File: src/rtl/core/kdlp_pkg.sv
`timescale 1ns / 1ps
// ----------------------------------------------------------------------------
// kdlp_pkg: shared types, constants and helpers for the key debounce unit
// Widths, reset values and register indexes used by the lanes, the merge
// stage and the top level.
// ----------------------------------------------------------------------------
package kdlp_pkg;

    localparam int NUM_KEYS   = 3;
    localparam int TIMER_BITS = 16;

    localparam int ELAPSED_W  = 8;
    localparam int CFG_W      = 16;
    localparam int CFG_IDX_W  = 2;
    localparam int MASK_W     = 3;
    localparam int WAKE_W     = 2;
    localparam int CMP_W      = (TIMER_BITS > CFG_W) ? TIMER_BITS : CFG_W;

    // register indexes of the configuration port
    localparam logic [CFG_IDX_W-1:0] REG_DEBOUNCE    = 2'd0;
    localparam logic [CFG_IDX_W-1:0] REG_LONG_PRESS  = 2'd1;
    localparam logic [CFG_IDX_W-1:0] REG_POLARITY    = 2'd2;
    localparam logic [CFG_IDX_W-1:0] REG_WAKE_KEY    = 2'd3;

    localparam logic [CFG_W-1:0]  RST_DEBOUNCE_MS   = 16'd20;
    localparam logic [CFG_W-1:0]  RST_LONG_PRESS_MS = 16'd1500;
    localparam logic [MASK_W-1:0] RST_POLARITY      = 3'd5;
    localparam logic [WAKE_W-1:0] RST_WAKE_KEY      = 2'd1;

    typedef logic [TIMER_BITS-1:0] t_timer;

    // per-sample values that every lane sees
    typedef struct packed {
        logic                 primed;
        logic                 bl_off;
        logic [ELAPSED_W-1:0] elapsed;
        logic [CFG_W-1:0]     debounce;
        logic [CFG_W-1:0]     long_press;
    } t_lane_ctl;

    // what one lane found on one sample
    typedef struct packed {
        logic short_ev;
        logic long_ev;
        logic activity;
    } t_lane_evt;

    // saturating timer advance
    function automatic t_timer sat_add(input t_timer a, input logic [ELAPSED_W-1:0] b);
        logic [TIMER_BITS:0] s;
        s = {1'b0, a} + (TIMER_BITS + 1)'(b);
        return s[TIMER_BITS] ? {TIMER_BITS{1'b1}} : s[TIMER_BITS-1:0];
    endfunction

endpackage

File: src/rtl/core/key_debounce_long_press_unit.sv
`timescale 1ns / 1ps
// ----------------------------------------------------------------------------
// key_debounce_long_press_unit: debounced keys with short and long press
// Result: the word is registered and valid in the cycle after it is accepted.
// Throughput: one word per cycle while the output is taken; the output register frees as it is taken.
// Reset (synchronous, active low) restores the register defaults, clears all
// key state and the primed flag, and empties the output register.
// ----------------------------------------------------------------------------
module key_debounce_long_press_unit (
    input  logic                           i_clk,
    input  logic                           i_rst_n,
    // configuration write port
    input  logic                           i_cfg_we,
    input  logic [kdlp_pkg::CFG_IDX_W-1:0] i_cfg_index,
    input  logic [kdlp_pkg::CFG_W-1:0]     i_cfg_data,
    // sample input
    input  logic                           i_in_valid,
    output logic                           o_in_ready,
    input  logic [kdlp_pkg::MASK_W-1:0]    i_pin_levels,
    input  logic [kdlp_pkg::ELAPSED_W-1:0] i_elapsed_ms,
    input  logic                           i_backlight_off,
    // event output
    output logic                           o_out_valid,
    input  logic                           i_out_ready,
    output logic [kdlp_pkg::MASK_W-1:0]    o_short_press_mask,
    output logic [kdlp_pkg::MASK_W-1:0]    o_long_press_mask,
    output logic                           o_user_activity
);

    // configuration registers
    logic [kdlp_pkg::CFG_W-1:0]  r_debounce_ms;
    logic [kdlp_pkg::CFG_W-1:0]  r_long_press_ms;
    logic [kdlp_pkg::MASK_W-1:0] r_polarity_mask;
    logic [kdlp_pkg::WAKE_W-1:0] r_wake_key_index;

    // first word after reset only loads the levels
    logic                        r_primed;

    logic                        accept;
    kdlp_pkg::t_lane_ctl         lane_ctl;
    kdlp_pkg::t_lane_evt [kdlp_pkg::NUM_KEYS-1:0] lane_evt;
    logic [kdlp_pkg::NUM_KEYS-1:0] raw_level;
    logic [kdlp_pkg::NUM_KEYS-1:0] wake_sel;

    always_ff @(posedge i_clk) begin
        if (!i_rst_n) begin
            r_debounce_ms     <= kdlp_pkg::RST_DEBOUNCE_MS;
            r_long_press_ms   <= kdlp_pkg::RST_LONG_PRESS_MS;
            r_polarity_mask   <= kdlp_pkg::RST_POLARITY;
            r_wake_key_index  <= kdlp_pkg::RST_WAKE_KEY;
        end else if (i_cfg_we) begin
            unique case (i_cfg_index)
                kdlp_pkg::REG_DEBOUNCE:   r_debounce_ms     <= i_cfg_data;
                kdlp_pkg::REG_LONG_PRESS: r_long_press_ms   <= i_cfg_data;
                kdlp_pkg::REG_POLARITY:   r_polarity_mask   <= i_cfg_data[kdlp_pkg::MASK_W-1:0];
                kdlp_pkg::REG_WAKE_KEY:   r_wake_key_index  <= i_cfg_data[kdlp_pkg::WAKE_W-1:0];
                default: ;
            endcase
        end
    end

    // Take a new word whenever the output register is empty or being drained.
    assign o_in_ready = ~o_out_valid | i_out_ready;
    assign accept     = i_in_valid & o_in_ready;

    always_ff @(posedge i_clk) begin
        if (!i_rst_n) begin
            r_primed <= 1'b0;
        end else if (accept) begin
            r_primed <= 1'b1;
        end
    end

    // Values shared by every lane for the current word.
    always_comb begin
        lane_ctl.primed     = r_primed;
        lane_ctl.bl_off     = i_backlight_off;
        lane_ctl.elapsed    = i_elapsed_ms;
        lane_ctl.debounce   = r_debounce_ms;
        lane_ctl.long_press = r_long_press_ms;
    end

    // Correct polarity per key, and flag the wake key. An index that names no
    // key leaves every wake bit low.
    always_comb begin
        for (int k = 0; k < kdlp_pkg::NUM_KEYS; k++) begin
            raw_level[k] = i_pin_levels[k] ^ r_polarity_mask[k];
            wake_sel[k]  = (int'(r_wake_key_index) == k);
        end
    end

    // One lane per key, all advancing on the same accepted word.
    for (genvar g = 0; g < kdlp_pkg::NUM_KEYS; g++) begin : g_lane
        kdlp_lane u_lane (
            .i_clk    (i_clk),
            .i_rst_n  (i_rst_n),
            .i_accept (accept),
            .i_raw    (raw_level[g]),
            .i_is_wake(wake_sel[g]),
            .i_ctl    (lane_ctl),
            .o_evt    (lane_evt[g])
        );
    end

    // Merge lane findings into the registered output word.
    kdlp_merge u_merge (
        .i_clk             (i_clk),
        .i_rst_n           (i_rst_n),
        .i_accept          (accept),
        .i_evt             (lane_evt),
        .i_out_ready       (i_out_ready),
        .o_out_valid       (o_out_valid),
        .o_short_press_mask(o_short_press_mask),
        .o_long_press_mask (o_long_press_mask),
        .o_user_activity   (o_user_activity)
    );

endmodule

File: src/rtl/core/kdlp_lane.sv
`timescale 1ns / 1ps
// ----------------------------------------------------------------------------
// kdlp_lane: debounce and press timing for one key
// Holds the per-key timers and flags, advances them on each accepted word
// and reports short press, long press and activity for that word.
// ----------------------------------------------------------------------------
module kdlp_lane (
    input  logic                i_clk,
    input  logic                i_rst_n,
    input  logic                i_accept,
    input  logic                i_raw,
    input  logic                i_is_wake,
    input  kdlp_pkg::t_lane_ctl i_ctl,
    output kdlp_pkg::t_lane_evt o_evt
);

    logic            r_last_raw,  n_last_raw;
    logic            r_confirmed, n_confirmed;
    kdlp_pkg::t_timer r_since,    n_since;
    kdlp_pkg::t_timer r_held,     n_held;
    logic            r_active,    n_active;
    logic            r_long_done, n_long_done;
    logic            r_swallowed, n_swallowed;

    logic            confirm;
    logic            held_short;
    logic            held_long;

    always_comb begin
        n_last_raw  = r_last_raw;
        n_confirmed = r_confirmed;
        n_since     = r_since;
        n_held      = r_held;
        n_active    = r_active;
        n_long_done = r_long_done;
        n_swallowed = r_swallowed;
        o_evt       = '0;
        confirm     = 1'b0;
        held_short  = 1'b0;
        held_long   = 1'b0;

        if (!i_ctl.primed) begin
            // first word only loads the level
            n_last_raw = i_raw;
            n_since    = '0;
        end else begin
            n_since = kdlp_pkg::sat_add(r_since, i_ctl.elapsed);
            if (r_active) begin
                n_held = kdlp_pkg::sat_add(r_held, i_ctl.elapsed);
            end

            // raw edge restarts the stability timer
            if (i_raw != r_last_raw) begin
                n_last_raw  = i_raw;
                n_since     = '0;
                n_swallowed = i_raw & i_is_wake & i_ctl.bl_off;
            end

            confirm    = (kdlp_pkg::CMP_W'(n_since) >= kdlp_pkg::CMP_W'(i_ctl.debounce))
                         && (i_raw != r_confirmed);
            held_short = kdlp_pkg::CMP_W'(n_held) < kdlp_pkg::CMP_W'(i_ctl.long_press);

            if (confirm) begin
                n_confirmed = i_raw;
                if (i_raw) begin
                    n_held      = '0;
                    n_active    = 1'b1;
                    n_long_done = 1'b0;
                end else begin
                    o_evt.short_ev = r_active & ~r_long_done & ~n_swallowed & held_short;
                    n_active    = 1'b0;
                    n_long_done = 1'b0;
                    n_swallowed = 1'b0;
                    n_held      = '0;
                end
            end

            held_long = kdlp_pkg::CMP_W'(n_held) >= kdlp_pkg::CMP_W'(i_ctl.long_press);
            if (n_confirmed && n_active && !n_long_done && held_long) begin
                n_long_done   = 1'b1;
                o_evt.long_ev = ~n_swallowed;
            end

            o_evt.activity = i_raw | n_confirmed;
        end
    end

    always_ff @(posedge i_clk) begin
        if (!i_rst_n) begin
            r_last_raw  <= 1'b0;
            r_confirmed <= 1'b0;
            r_since     <= '0;
            r_held      <= '0;
            r_active    <= 1'b0;
            r_long_done <= 1'b0;
            r_swallowed <= 1'b0;
        end else if (i_accept) begin
            r_last_raw  <= n_last_raw;
            r_confirmed <= n_confirmed;
            r_since     <= n_since;
            r_held      <= n_held;
            r_active    <= n_active;
            r_long_done <= n_long_done;
            r_swallowed <= n_swallowed;
        end
    end

endmodule

File: src/rtl/core/kdlp_merge.sv
`timescale 1ns / 1ps
// ----------------------------------------------------------------------------
// kdlp_merge: combine lane results into one output word
// Packs the per-key event bits, reduces activity and holds the word in an
// output register until the consumer takes it.
// ----------------------------------------------------------------------------
module kdlp_merge (
    input  logic                                       i_clk,
    input  logic                                       i_rst_n,
    input  logic                                       i_accept,
    input  kdlp_pkg::t_lane_evt [kdlp_pkg::NUM_KEYS-1:0] i_evt,
    input  logic                                       i_out_ready,
    output logic                                       o_out_valid,
    output logic [kdlp_pkg::MASK_W-1:0]                o_short_press_mask,
    output logic [kdlp_pkg::MASK_W-1:0]                o_long_press_mask,
    output logic                                       o_user_activity
);

    logic [kdlp_pkg::NUM_KEYS-1:0] short_bits;
    logic [kdlp_pkg::NUM_KEYS-1:0] long_bits;
    logic [kdlp_pkg::NUM_KEYS-1:0] act_bits;

    logic                          r_valid;
    logic [kdlp_pkg::MASK_W-1:0]   r_short;
    logic [kdlp_pkg::MASK_W-1:0]   r_long;
    logic                          r_activity;

    always_comb begin
        for (int k = 0; k < kdlp_pkg::NUM_KEYS; k++) begin
            short_bits[k] = i_evt[k].short_ev;
            long_bits[k]  = i_evt[k].long_ev;
            act_bits[k]   = i_evt[k].activity;
        end
    end

    always_ff @(posedge i_clk) begin
        if (!i_rst_n) begin
            r_valid <= 1'b0;
        end else if (i_accept) begin
            r_valid <= 1'b1;
        end else if (i_out_ready) begin
            r_valid <= 1'b0;
        end
    end

    always_ff @(posedge i_clk) begin
        if (i_accept) begin
            r_short    <= kdlp_pkg::MASK_W'(short_bits);
            r_long     <= kdlp_pkg::MASK_W'(long_bits);
            r_activity <= |act_bits;
        end
    end

    assign o_out_valid        = r_valid;
    assign o_short_press_mask = r_short;
    assign o_long_press_mask  = r_long;
    assign o_user_activity    = r_activity;

endmodule

File: config.mk
export PLATFORM = sky130hd
export DESIGN_NAME = key_debounce_long_press_unit
export DESIGN_NICKNAME = d
export VERILOG_FILES = /design/src/rtl/core/kdlp_pkg.sv /design/src/rtl/core/key_debounce_long_press_unit.sv /design/src/rtl/core/kdlp_lane.sv /design/src/rtl/core/kdlp_merge.sv
export SDC_FILE = /design/constraint.sdc
export NUM_CORES = 1
export LEC_CHECK = 0
export BUFFER_PORTS_ARGS = -buffer_cell sky130_fd_sc_hd__clkbuf_2
export CORE_MARGIN = 1.5
export CORE_UTILIZATION = 25
export DETAILED_ROUTE_END_ITERATION = 8
export GPL_ROUTABILITY_DRIVEN = 1
export PLACE_DENSITY = 0.45
export REMOVE_ABC_BUFFERS = 1
export SLEW_MARGIN = 20
export SYNTH_ARGS = -nofsm -noshare
export SYNTH_HDL_FRONTEND = slang
export SYNTH_SLANG_ARGS = --single-unit
File: constraint.sdc
create_clock -name i_clk -period 6.6 [get_ports i_clk]
set_input_delay 1.32 -clock i_clk [delete_from_list [all_inputs] [get_ports i_clk]]
set_output_delay 1.32 -clock i_clk [all_outputs]
set_load 0.1 [all_outputs]
# == Word level (Yosys, flattened, before mapping) ==
# Cells that the tools add are included.
# totals
regBits,157
in_bits,35
# classes
addsub,6
order_cmp,9
n_eq_ne,14
mux,77
bitwise,37
reduce_logical,33
# op_table
cell,count
16-bit two-way mux,27
16-bit by 8-bit adder with 17-bit output,6
16-bit >= comparator,6
1-bit two-way mux,50
16-bit less-than comparator,3
2-bit AND reduction,11
1-bit AND,16
1-bit inverter,14
1-bit logical AND,12
3-bit OR reduction,4
2-bit equality test (second input constant),4
1-bit inequality test,6
2-bit by 1-bit inequality test with 1-bit output (second input constant),3
2-bit logical NOT,2
1-bit bitwise OR,4
1-bit logical NOT,3
1-bit XOR,3
2-bit by 1-bit equality test with 1-bit output (second input constant),1
2-bit nonzero test,1

# == Logic depth before layout (Yosys ltp) ==
# Gate-level depths: netlist (run 1).
# logic_depth
ltp_word,12
depth_mapped,26
mapped_depth_nobuf,24

# == Modules after synthesis ==
# A second synthesis (run 1) with hierarchy kept.
# hier_totals
cells_unflattened,1789
hier_area_um2,13947.1
# modules_own_cells
module,n_inst,cells_each,area_each_um2,seq_area_each_um2
kdlp_lane (g_lane[1].u_lane ...),2,546,4132.7,740.7
kdlp_lane (g_lane[0].u_lane),1,527,4060.1,740.7
key_debounce_long_press_unit,1,159,1371.3,760.7
kdlp_merge,1,11,250.2,230.2

# == Least setup slack after synthesis (run 1) ==
# OpenSTA, ideal clock, no wires.
# synth_timing
path_type,input -> register
startpoint,input port i_elapsed_ms[0] (netlist name)
endpoint,"register u_merge.r_long (netlist bit u_merge.o_long_press_mask[0]), data pin"
setup_time_ns,0.255
arrival_ns,5.835
t_required_ns,6.345
setup_slack_ns,0.510
stages,24
n_path_buf,2
cell_sequence,ha_1 > fa_1 > a21oi_1 > o22ai_2 > o21bai_4 > nor3_4 > nand4_2 > buf_4 > a21oi_1 > ha_1 > a41oi_1 > o21ai_0 > a211o_1 > o211a_2 > clkbuf_1 > nand2b_1 > ha_1 > nand2b_1 > a2111oi_0 > or4_1 > o211ai_1 > a31oi_1 > a211oi_1 > and3_1
# synth_via
elab_chain_len,12
word_cells_on_any_way,27
# synth_rtl
element,line_no,text
from (decl),key_debounce_long_press_unit.sv:20,"input logic [kdlp_pkg::ELAPSED_W-1:0] i_elapsed_ms,"
branches (longest 12 deep; another with 16-bit by 8-bit adder with 17-bit output),-,
to (signal assigned),kdlp_merge.sv:49,r_long <= kdlp_pkg::MASK_W'(long_bits);
to (decl),kdlp_merge.sv:25,logic [kdlp_pkg::MASK_W-1:0] r_long;
# Several ways; the timed one is not identified. The select of a mux whose other input is x is not followed.
# A chain may end at the register's enable or synchronous reset.

# == Final worst setup path (run 1) ==
# Ends and elaborated chain as after synthesis.

==> run summary, run 1 <==
The die width came out at 232 µm. In this run the standard cell core region covers 51500 µm². The time the worst path needs with I/O delays and setup is 6.17 ns.

The leakage power figure came out at 6.51 nW. The die height is 232 µm. Counting cells, the worst reg-to-reg path comes to 25. Clock tree synthesis inserted a total of 17 buffers. The number of endpoints failing setup at the final stage is 0.

The required time at the endpoint of the critical path is 6.83 ns. From synthesis to final layout, the design area changed by 14.2%. The cell area reported after detailed placement is 14400 µm². The finished cells cover 14900 µm². CTS placed an instance of clkbuf_16 at the clock tree root. Summing all flip-flop and latch instances after layout gives 3210 µm². The instance count of the mapped netlist is 1640. The number of H-tree branching levels is 4. The share of synthesized area occupied by flip-flops and latches came out at 24.6%. STA classifies the critical path endpoint as a flip-flop. In the final routed layout, each cell accounts on average for 18.4 µm. The number of vias in the routed layout is 12300. The remaining global-route overflow came out at 0. Dividing the detail-routed via count by the number of cells gives 5.11. The number of enable flip-flop cells after synthesis came out at 7. The number of ports placed on the die boundary came out at 44. The highest clock frequency the design can meet came out at 0.162 GHz. The min-delay analysis places its worst path in the category reg -> reg.

Summing all multi-input logic gate instances after layout gives 9360 µm². The final routed DRC violation total is 0. The minimum setup slack after placement came out at -0.100 ns. Clock-pin slew was measured on the worst setup and hold paths at 0.07 ns. The final-layout setup total negative slack came out at 0 ns.

The count of different cell masters after synthesis is 95. The total number of yosys warnings came out at 0. The number of detailed-routing iterations run before antenna repair is 5. The count of pins over their slew limit is 0.

The critical path arrival came out at 6.40 ns. The transition time at the pin with the least slew margin is 0.982 ns. TritonCTS built the clock tree. Of the available clock period, the critical path in the final layout requires 93.5%.

The number of standard cells in the layout, taps in and fillers out is 2400. The cell row count came out at 83. The diode insertion count for antenna repair came out at 0.

The maximum number of pins on one net before global-route repair came out at 56. The starting density of the core is 25.4%. The clock latency at the later pin of the worst-skew pair came out at 0.48 ns.

The wire length of the first global-routing pass came out at 68200 µm. The via count of the first global-routing pass is 11800. The number of failing hold endpoints at the final stage is 0.

The max-cap violation count is 0. The final worst-path setup slack came out at 0.431 ns. The final setup skew came out at 0.0141 ns. The flip-flop and latch count after synthesis is 157. The post-placement cell count is 2368. The run finished with clean final reports. The half-perimeter wire length after detailed placement came out at 34900 µm. The die area is 53700 µm².

The post-CTS repair timing setup buffer count came out at 0. The worst setup path is of the in -> reg kind. The layout filler cell count came out at 5648. Among all flip-flop cells after synthesis, the most frequent one is dfxtp_1. The number of nets with antenna violations after routing is 0.

The count of routing violations after the opening detailed-route iteration came out at 666. Hold is met by 0.451 ns. Setup repair after global routing left no endpoint under its margin. The final estimated routing congestion in global placement came out at 0.838. The mean post-synth cell area came out at 7.97 µm².

In the final layout, the share of cells above drive strength 1 is 9.88%. Across every metal layer, demand over resource in global routing totals 16.8%. VDD sags by at most 0.000202 V. The number of cells on the worst hold path came out at 2. The final layout net count is 1937. The cell area power density came out at 173 nW/µm². The number of I/O port buffers is 43. Counting flops with an async set or reset pin after synthesis yields a share of 0%. The mapped cell area is 13100 µm². The maximum root-to-sink buffer count is 2.

STA classifies the critical path startpoint as a primary input. The number of antenna violations at the first check in global routing came to 0. After detailed routing, the total wire length is 44100 µm. In this run the worst path has a maximum fanout of 8. The number of clock sinks is 157. In this run the tightest slew margin relative to its limit is 34.3%.
## area by class of cell
type	instances	area share (%)
sequential	157	21.5
inverter	82	2.06
clock inverter	14	0.871
multi-input combinational	1352	62.7
timing repair buffer	97	4.32
tap	680	5.70
clock buffer	18	2.87
## what timing repair did
| item | 4_1_cts | 5_1_grt |
|---|---|---|
| resized for setup | 0 | 1 |
| endpoints found under the setup margin | 0 | 1 |
| hold buffers | 0 | 0 |
## where the power goes
part,internal (mW),total (mW),switching (mW)
combinational,0.220,0.608,0.388
sequential,0.977,0.995,0.0185
clock,0.494,0.974,0.480
## synth_stat cells, types with 31 or more instances
cell type	n	share of area, %
inv_1	81	2.3
xnor2_1	32	2.1
dfxtp_1	150	23
nand2_1	180	5.2
nor2b_1	45	2.2
o21ai_0	105	4.0
nor2_1	163	4.7
ha_1	189	18
clkbuf_1	33	0.95
a21oi_1	128	4.9
nor3_1	31	1.2
nand3_1	37	1.4
a21o_1	38	2.2
## layer usage
layer  share of wire, %  vias to the layer above  global-route usage, %
li1                   -                     6130                      -
met1                 50                     5904                   23.1
met2                 46                      203                   27.1
met3                3.8                       30                   3.02
met4                1.1                        0                   3.75
met5                  0                        -                      0
## stage by stage
stage	power [mW]	util (%)
detailed placement	1.62	27.9
finish	2.58	29.0
global placement	1.62	27.9
global route	2.72	29.0
CTS	2.62	29.0
floorplan	1.40	-
## sequential cells by signal, summed over array words and instances, names as in the netlist, 16 cells and up
register / cells
g_lane.u_lane.r_since: 48
g_lane.u_lane.r_held: 48
r_long_press_ms: 16
r_debounce_ms: 16
## critical path, stage by stage
cell	delay (ns)
clkbuf_2	0.17
ha_1	0.27
fa_1	0.42
a21oi_1	0.27
o22ai_2	0.16
o21bai_4	0.17
buf_4	0.19
nor2_1	0.07
xnor2_1	0.12
a21oi_1	0.36
ha_1	0.31
nand2_1	0.08
o21ai_0	0.13
a211o_1	0.31
o211a_2	0.30
nand2b_1	0.15
ha_1	0.28
nand2b_1	0.15
a2111oi_1	0.40
or4_1	0.18
o211ai_1	0.08
a31oi_1	0.24
a211oi_1	0.09
and3_1	0.19
## placed cells by master, fill, tap and decap left out, drive strengths merged, types with 7 or more instances in the layout
| cell type | instances |
|---|---|
| a211oi | 19 |
| a21boi | 32 |
| a21o | 38 |
| a21oi | 129 |
| a22o | 27 |
| a31oi | 26 |
| and3 | 11 |
| and4 | 7 |
| buf | 54 |
| clkbuf | 61 |
| clkinv | 7 |
| dfxtp | 150 |
| edfxtp | 7 |
| ha | 189 |
| inv | 88 |
| mux2i | 20 |
| nand2 | 181 |
| nand2b | 15 |
| nand3 | 38 |
| nand4 | 30 |
| nor2 | 165 |
| nor2b | 46 |
| nor3 | 32 |
| o211ai | 13 |
| o21a | 23 |
| o21ai | 116 |
| o21bai | 8 |
| o22ai | 9 |
| o31ai | 8 |
| or2 | 7 |
| or3 | 7 |
| xnor2 | 33 |
| xor2 | 22 |
## kinds of logic (layout without fill, tap and decap cells)
logic type,after synthesis,count (layout),share of synthesized area [%]
multiplexers,24,24,1.88
XOR/XNOR,55,55,3.80
buffers and inverters,131,211,3.95
adder cells (fa/ha/maj),195,195,19.0
flip-flops,157,157,24.6
AO/OA/AOI/OAI,508,508,25.8
AND/OR/NAND/NOR,570,570,21.0
## final timing paths
kind	from	endpoint	slack, ns
worst max-delay path	i_elapsed_ms[0]	u_merge.o_long_press_mask[0]	0.43
worst min-delay path	g_lane[1].u_lane.r_since[0]	g_lane[1].u_lane.r_since[0]	0.45
worst max register to register	g_lane[0].u_lane.r_since[1]	u_merge.o_long_press_mask[0]	1.15
worst min register to register	g_lane[1].u_lane.r_since[0]	g_lane[1].u_lane.r_since[0]	0.45
Note: power is estimated with default switching activity, not from simulation.
==> run 2: changes to the inputs <==
Settings changed: REMOVE_ABC_BUFFERS 1 to default.
==> run summary, run 2 (same netlist as run 1, synthesis figures left out) <==
The run finished with clean final reports. The number of buffer and inverter instances along the worst setup path came out at 3 (+1). By instance count, the cell type seen most on the critical path is a21oi_1. The half-perimeter wire length after detailed placement came out at 35300 µm (+1.1%). The top layer used by detailed routing is met4. The die height is 232 µm (unchanged). The number of detailed-routing iterations run before antenna repair came out at 5 (unchanged).

The relative area change from synthesis to final layout is 15.8%. The number of vias in the routed layout came out at 12300 (+0.67%). Leaving out fill and tap cells, the most frequent cells in the layout are ha_1, nand2_1, nor2_1. The clock latency at the later pin of the worst-skew pair is 0.50 ns (+0.02 ns).

The transition time at the pin with the least slew margin is 1.03 ns (+0.0527 ns). The final routed DRC violation total is 0 (unchanged). The depth of the worst register-to-register path came out at 25 (unchanged).

The worst setup path is captured at a flip-flop. The final cycle utilization of the critical path came to 95.3% (+1.9 points). TritonCTS built the clock tree. Setup repair after global routing left no endpoint under its margin. The count of routing violations after the opening detailed-route iteration is 825 (+24%). The number of failing hold endpoints at the final stage is 0 (unchanged). The leakage power figure was 6.64 nW (+1.9%). The worst setup path is launched from a primary input. The final estimated routing congestion in global placement came out at 0.880 (+5.0%). The number of ports placed on the die boundary is 44 (unchanged). The cell at the slowest stage of the critical path is fa_1. The cell chosen for the clock root is clkbuf_16. The via density per instance came to 5.09 (-0.37%). The overall routing resource usage was 17.1% (+0.29 points). The wire length of the first global-routing pass came out at 69300 µm (+1.5%).

The via count of the first global-routing pass came out at 11800 (+0.62%). The cell area power density came out at 178 nW/µm² (+3.2%). The number of gates on the worst path with buffers counted is 26 (+8.3%). The core outline area came out at 51500 µm² (unchanged).

The remaining global-route overflow came out at 0 (unchanged). The number of antenna violations at the first check in global routing is 0 (unchanged). The top fanout value on the critical path is 16 (+8). The time the worst path needs with I/O delays and setup came out at 6.29 ns (+0.124 ns). Broken down by cell family, the worst path's largest delay share belongs to compound AO/OA/AOI/OAI gates. The sum of routed wire length over all layers is 44800 µm (+1.6%). The number of nets with antenna violations after routing was 0 (unchanged).

The length of routed wiring on met1 is 22600 µm (+3.6%). The number of endpoints failing setup at the final stage came out at 0 (unchanged). The total power came out at 2.70 mW (+4.6%). The number of nets produced by synthesis is 1870. The share of cells above drive strength 1 came out at 11.3% (+1.5 points). The cell row count is 83 (unchanged). The starting density of the core came to 25.4% (unchanged). The diode insertion count for antenna repair came to 0 (unchanged). The number of gates given a new drive strength after cts came out at 0 (unchanged). The maximum cell stage delay along the critical path came to 0.47 ns (+0.05 ns). The final setup skew is 0.0178 ns (+0.00365 ns). The die width is 232 µm (unchanged). The final layout net count came to 1962 (+1.3%).

The required time at the endpoint of the critical path came out at 6.93 ns (+0.10 ns). The post-CTS repair timing setup buffer count was 0 (unchanged). The detailed-route wire length per cell was 18.5 µm (+0.55%). The detailed route wirelength on metal2 is 19000 µm (-5.6%). The relative max-transition margin is 30.7% (-3.6 points). The largest vdd supply drop is 0.000129 V (-36%). The die area came out at 53700 µm² (unchanged). The met3 routed wirelength came out at 1700 µm (+2.2%). The leading cell type in the layout, fill and taps excluded is ha_1. The number of clock sinks is 157 (unchanged). The maximum number of pins on one net before global-route repair is 50 (-11%).

The max-cap violation count is 0 (unchanged). The CTS clock-pin slew for the worst setup and hold paths was 0.08 ns (about the same). The critical setup path kind is in -> reg.

The count of pins over their slew limit came out at 0 (unchanged). The number of I/O port buffers is 43 (unchanged). The number of H-tree branching levels came out at 4 (unchanged). The final-layout setup total negative slack was 0 ns (unchanged). The highest clock frequency the design can meet came out at 0.159 GHz (-2.0%). The largest registers in the layout are g_lane.u_lane.r_held (48), g_lane.u_lane.r_since (48). The critical path arrival is 6.62 ns (+0.22 ns). In this run the worst hold path is classified as reg -> reg.

The number of clock buffers inserted by TritonCTS is 17 (unchanged). The number of cells on the worst hold path is 2 (unchanged). The cts-stage hold buffer count is 0 (unchanged). The maximum root-to-sink buffer count is 2 (unchanged).
==> run 2: cell types whose count changed in the layout (fill, tap and decap cells not counted), sizes merged <==
| cell | before | now |
|---|---|---|
| buf | 54 | 79 |
| bufinv | 0 | 2 |
| clkinvlp | 1 | 2 |
| clkbuf | 61 | 60 |
| inv | 88 | 91 |
| clkinv | 7 | 2 |
==> run 2: layer usage <==
metal  track usage [%]  up-vias
met1              24.1     5853
met4              7.69        0
met3              2.82       55
li1                  -     6212
met2              25.2      229
met5                 0        -
==> run 2: where the power goes <==
| group | total [mW] | internal, mW | switching (mW) |
|---|---|---|---|
| Combinational | 0.625 | 0.225 | 0.401 |
| Clock | 1.08 | 0.569 | 0.507 |
| Sequential | 0.995 | 0.977 | 0.0185 |
==> run 2: final timing paths <==
| check | slack, ns | to | from |
|---|---|---|---|
| worst min register to register | 0.45 | g_lane[1].u_lane.r_since[0] | g_lane[1].u_lane.r_since[0] |
| worst max-delay path | 0.31 | u_merge.o_long_press_mask[1] | i_elapsed_ms[1] |
| worst min-delay path | 0.45 | g_lane[1].u_lane.r_since[0] | g_lane[1].u_lane.r_since[0] |
| worst max register to register | 1.14 | u_merge.o_long_press_mask[1] | g_lane[1].u_lane.r_since[0] |
==> run 2: area by class of cell <==
| cell class | instances | area, µm² |
|---|---|---|
| clock inverters | 15 | 174 |
| clock buffers | 17 | 425 |
| fillers | 5642 | 36400 |
| repair buffers | 122 | 808 |
| well taps | 680 | 851 |
| multi-input cells | 1352 | 9360 |
| flip-flops and latches | 157 | 3210 |
| inverters | 82 | 308 |
==> run 2: per-stage QoR <==
| step | utilization, % | cells | area, µm² | setup WS (ns) | hold WS (ns) |
|---|---|---|---|---|---|
| finish | 29.4 | 2425 | 15100 | 0.307 | 0.453 |
| global route | 29.4 | 2425 | 15100 | 0.00716 | 0.475 |
| CTS | 29.4 | 2425 | 15100 | 0.294 | 0.452 |
| detailed placement | 28.2 | 2393 | 14500 | -0.228 | 0.441 |
| global placement | 28.2 | 2393 | 14500 | -0.311 | 0.433 |
| floorplan | - | 1640 | 13100 | 0.510 | 0.420 |
==> run 2: worst reg2reg max path, cell delays in order (launching register included) <==
cell	delay (ns)
dfxtp_1	0.32
ha_1	0.21
fa_1	0.41
a21oi_1	0.23
o22ai_1	0.14
o311a_1	0.37
or2_1	0.27
nand3_1	0.15
xor2_1	0.17
a21oi_1	0.09
ha_1	0.33
nand2_1	0.07
nor2_1	0.04
a2111o_1	0.38
a21oi_2	0.18
nor2_1	0.07
buf_4	0.19
a211o_1	0.24
ha_1	0.28
nor2b_1	0.04
o21ai_0	0.18
nand4_1	0.13
a211o_1	0.28
a21oi_1	0.14
o31ai_1	0.11
nor4b_2	0.24
==> run 3: changes to the inputs <==
Settings changed: BUFFER_PORTS_ARGS -buffer_cell sky130_fd_sc_hd__clkbuf_2 to -buffer_cell sky130_fd_sc_hd__buf_2, CTS_CLUSTER_DIAMETER from default to 120.
Clock period 6.6 ns to 7.7 ns, I/O delays scaled along.
==> run summary, run 3 (same netlist as run 1, synthesis figures left out) <==
The final layout net count came out at 1902 (-3.1%). The via count of the first global-routing pass came to 11600 (-2.1%). The final estimated routing congestion in global placement came to 0.872 (-0.90%). The via density per instance came out at 5.16 (+1.3%).

The wire length of the first global-routing pass is 67900 µm (-2.0%). The detailed-route wire length per cell came out at 18.4 µm (-0.18%). The diode insertion count for antenna repair came to 0 (unchanged). Clock tree synthesis selected as its root buffer the cell clkbuf_16.

The count of routing violations after the opening detailed-route iteration came to 680 (-18%). The worst-case hold slack is 0.457 ns (+0.00347 ns). The share of cells above drive strength 1 is 8.02% (-3.3 points). The number of nets with antenna violations after routing came out at 0 (unchanged). The critical path arrival is 7.04 ns (+0.42 ns). The library cell used most frequently in the layout, excluding fill and tap cells, is ha_1. The layout filler cell count came out at 5659 (+0.30%). The number of vias in the routed layout was 12200 (-1.3%).

The number of endpoints failing setup at the final stage is 0 (unchanged). STA classifies the critical path startpoint as a primary input. The largest registers in the layout are g_lane.u_lane.r_held (48), g_lane.u_lane.r_since (48).

The number of failing hold endpoints at the final stage came out at 0 (unchanged). The clock latency at the later pin of the worst-skew pair was 0.51 ns (about the same). The maximum root-to-sink buffer count is 2 (unchanged).

The cts-stage hold buffer count was 0 (unchanged). The die height came out at 232 µm (unchanged). The cell row count is 83 (unchanged). The final-layout setup total negative slack is 0 ns (unchanged). The maximum cell stage delay along the critical path came out at 0.81 ns (+0.34 ns). The relative max-transition margin is 28.0% (-2.7 points). Grouping stages by cell kind, the critical path spends the most delay in compound AO/OA/AOI/OAI gates. The number of H-tree branching levels was 4 (unchanged).

The starting density of the core came out at 25.4% (unchanged). The number of detailed-routing iterations run before antenna repair came out at 5 (unchanged). The half-perimeter wire length after detailed placement was 33800 µm (-4.2%). The highest clock frequency the design can meet came out at 0.147 GHz. The remaining global-route overflow came out at 0 (unchanged). The die width was 232 µm (unchanged). The post-placement cell count is 2333 (-2.5%). The final routed DRC violation total came out at 0 (unchanged). The worst path uses 88.2% of the clock period. The sum of routed wire length over all layers is 43600 µm (-2.7%). The post-CTS repair timing setup buffer count is 0 (unchanged). The leakage power figure came out at 6.33 nW (-4.6%). The number of I/O port buffers is 43 (unchanged). The type of destination of the critical path is a flip-flop.

Subtracting the final worst setup slack from the clock period gives 6.79 ns. From synthesis to final layout, the design area changed by 12.1%. TritonCTS built the clock tree. The largest vdd supply drop is 0.000114 V (-11%). The number of antenna violations at the first check in global routing was 0 (unchanged). The number of clock buffers inserted by TritonCTS is 17 (unchanged). The number of gates given a new drive strength after cts is 0 (unchanged).

The die area is 53700 µm² (unchanged). The CTS clock-pin slew for the worst setup and hold paths is 0.07 ns (about the same). The total power came out at 2.25 mW (-17%). The number of nets produced by synthesis was 1870 (unchanged). The number of buffer and inverter instances along the worst setup path was 1 (-2).

The utilization of the core after routing came out at 28.5% (-0.93 points). The worst hold path class is reg -> reg. The critical path goes through buf_2 > ha_1 > fa_1 > a21oi_1 > o22ai_1 > o311a_1 > or2_1 > a31oi_1 > nor3_1 > ha_1 > nand2_1 > o21ai_1 > a41oi_1 > a21o_1 > nor2_1 > nor2_1 > ha_1 > a21oi_1 > nand2_1 > a211oi_1 > a21oi_1 > o31ai_1 > nor4b_2. The transition time at the pin with the least slew margin came out at 1.08 ns (+0.0412 ns). For this design, the slowest cell found on the critical path is nor2_1. The final setup skew came out at 0.0154 ns (-0.00243 ns).

The number of clock sinks was 157 (unchanged). The flow ran to the end, and the final reports show no timing, DRC or antenna violations. The top fanout value on the critical path is 16 (unchanged). The cell area power density was 153 nW/µm² (-14%).

The max-cap violation count is 0 (unchanged). The required time at the endpoint of the critical path was 7.95 ns (+1.02 ns). Setup repair after global routing left no endpoint under its margin. The core outline area is 51500 µm² (unchanged). The critical path is of the in -> reg type. The number of standard cells in the layout, taps in and fillers out came out at 2364 (-2.5%). The library cells used most frequently in the layout, excluding fill and tap cells, are ha_1, nand2_1, nor2_1.

The number of ports placed on the die boundary was 44 (unchanged). The count of pins over their slew limit came out at 0 (unchanged). The overall routing resource usage was 16.7% (-0.37 points). The maximum number of pins on one net before global-route repair came out at 44 (-12%).
[run 3: changes by cell type in the layout (fill, tap and decap cells not counted), moves of 2 or more]
cell / previous run / this run
clkinv_2: 0 / 2
buf_4: 79 / 19
clkbuf_2: 43 / 0
inv_6: 6 / 3
buf_2: 0 / 43
[run 3: routing by layer]
| metal | global-route usage, % | share of wire (%) | wire, µm |
|---|---|---|---|
| met5 | 0 | 0 | 0 |
| met4 | 6.33 | 2.2 | 954 |
| met3 | 2.58 | 4.0 | 1720 |
| met2 | 25.0 | 42 | 18500 |
| met1 | 23.9 | 51 | 22400 |
[run 3: metrics by stage]
stage          cell area, µm²  worst slack [ns]
2_1_floorplan           13100              1.39
3_3_place_gp            14100             0.338
3_5_place_dp            14100             0.223
4_1_cts                 14700             0.751
5_1_grt                 14700             0.369
6_report                14700             0.907
[run 3: layout make-up]
class	count	area [µm²]	share of cell area, %
Clock buffer	18	450	3.07
Clock inverter	13	130	0.887
Inverter	82	308	2.10
Multi-Input combinational cell	1352	9350	63.8
Sequential cell	157	3210	21.9
Tap cell	680	851	5.80
Timing Repair Buffer	62	358	2.44
[run 3: worst paths after layout]
check | from | end | slack, ns | cells after the start
setup / recovery | i_elapsed_ms[0] | u_merge.o_long_press_mask[1] | 0.91 | 23
hold / removal | r_debounce_ms[3] | r_debounce_ms[3] | 0.46 | 2
setup reg to reg | g_lane[1].u_lane.r_since[0] | u_merge.o_long_press_mask[1] | 1.87 | 22
hold reg to reg | r_debounce_ms[3] | r_debounce_ms[3] | 0.46 | 2
[run 3: worst register-to-register path: stages, from the launching register on]
cell and delay (ns):
dfxtp_1 0.32, ha_1 0.21, fa_1 0.40, a21oi_1 0.24
o22ai_1 0.14, o311a_1 0.34, or2_1 0.30, a31oi_1 0.19
nor3_1 0.07, ha_1 0.34, nand2_1 0.06, o21ai_1 0.16
a41oi_1 0.13, a21o_1 0.26, nor2_1 0.81, nor2_1 0.13
ha_1 0.37, a21oi_1 0.17, nand2_1 0.09, a211oi_1 0.26
a21oi_1 0.11, o31ai_1 0.41, nor4b_2 0.09
[run 3: power by group]
group          switching [mW]  internal [mW]  leakage [nW]
sequential             0.0165          0.837          1.28
clock                   0.425          0.468         0.282
combinational           0.334          0.169          4.77
total                   0.776           1.47          6.33
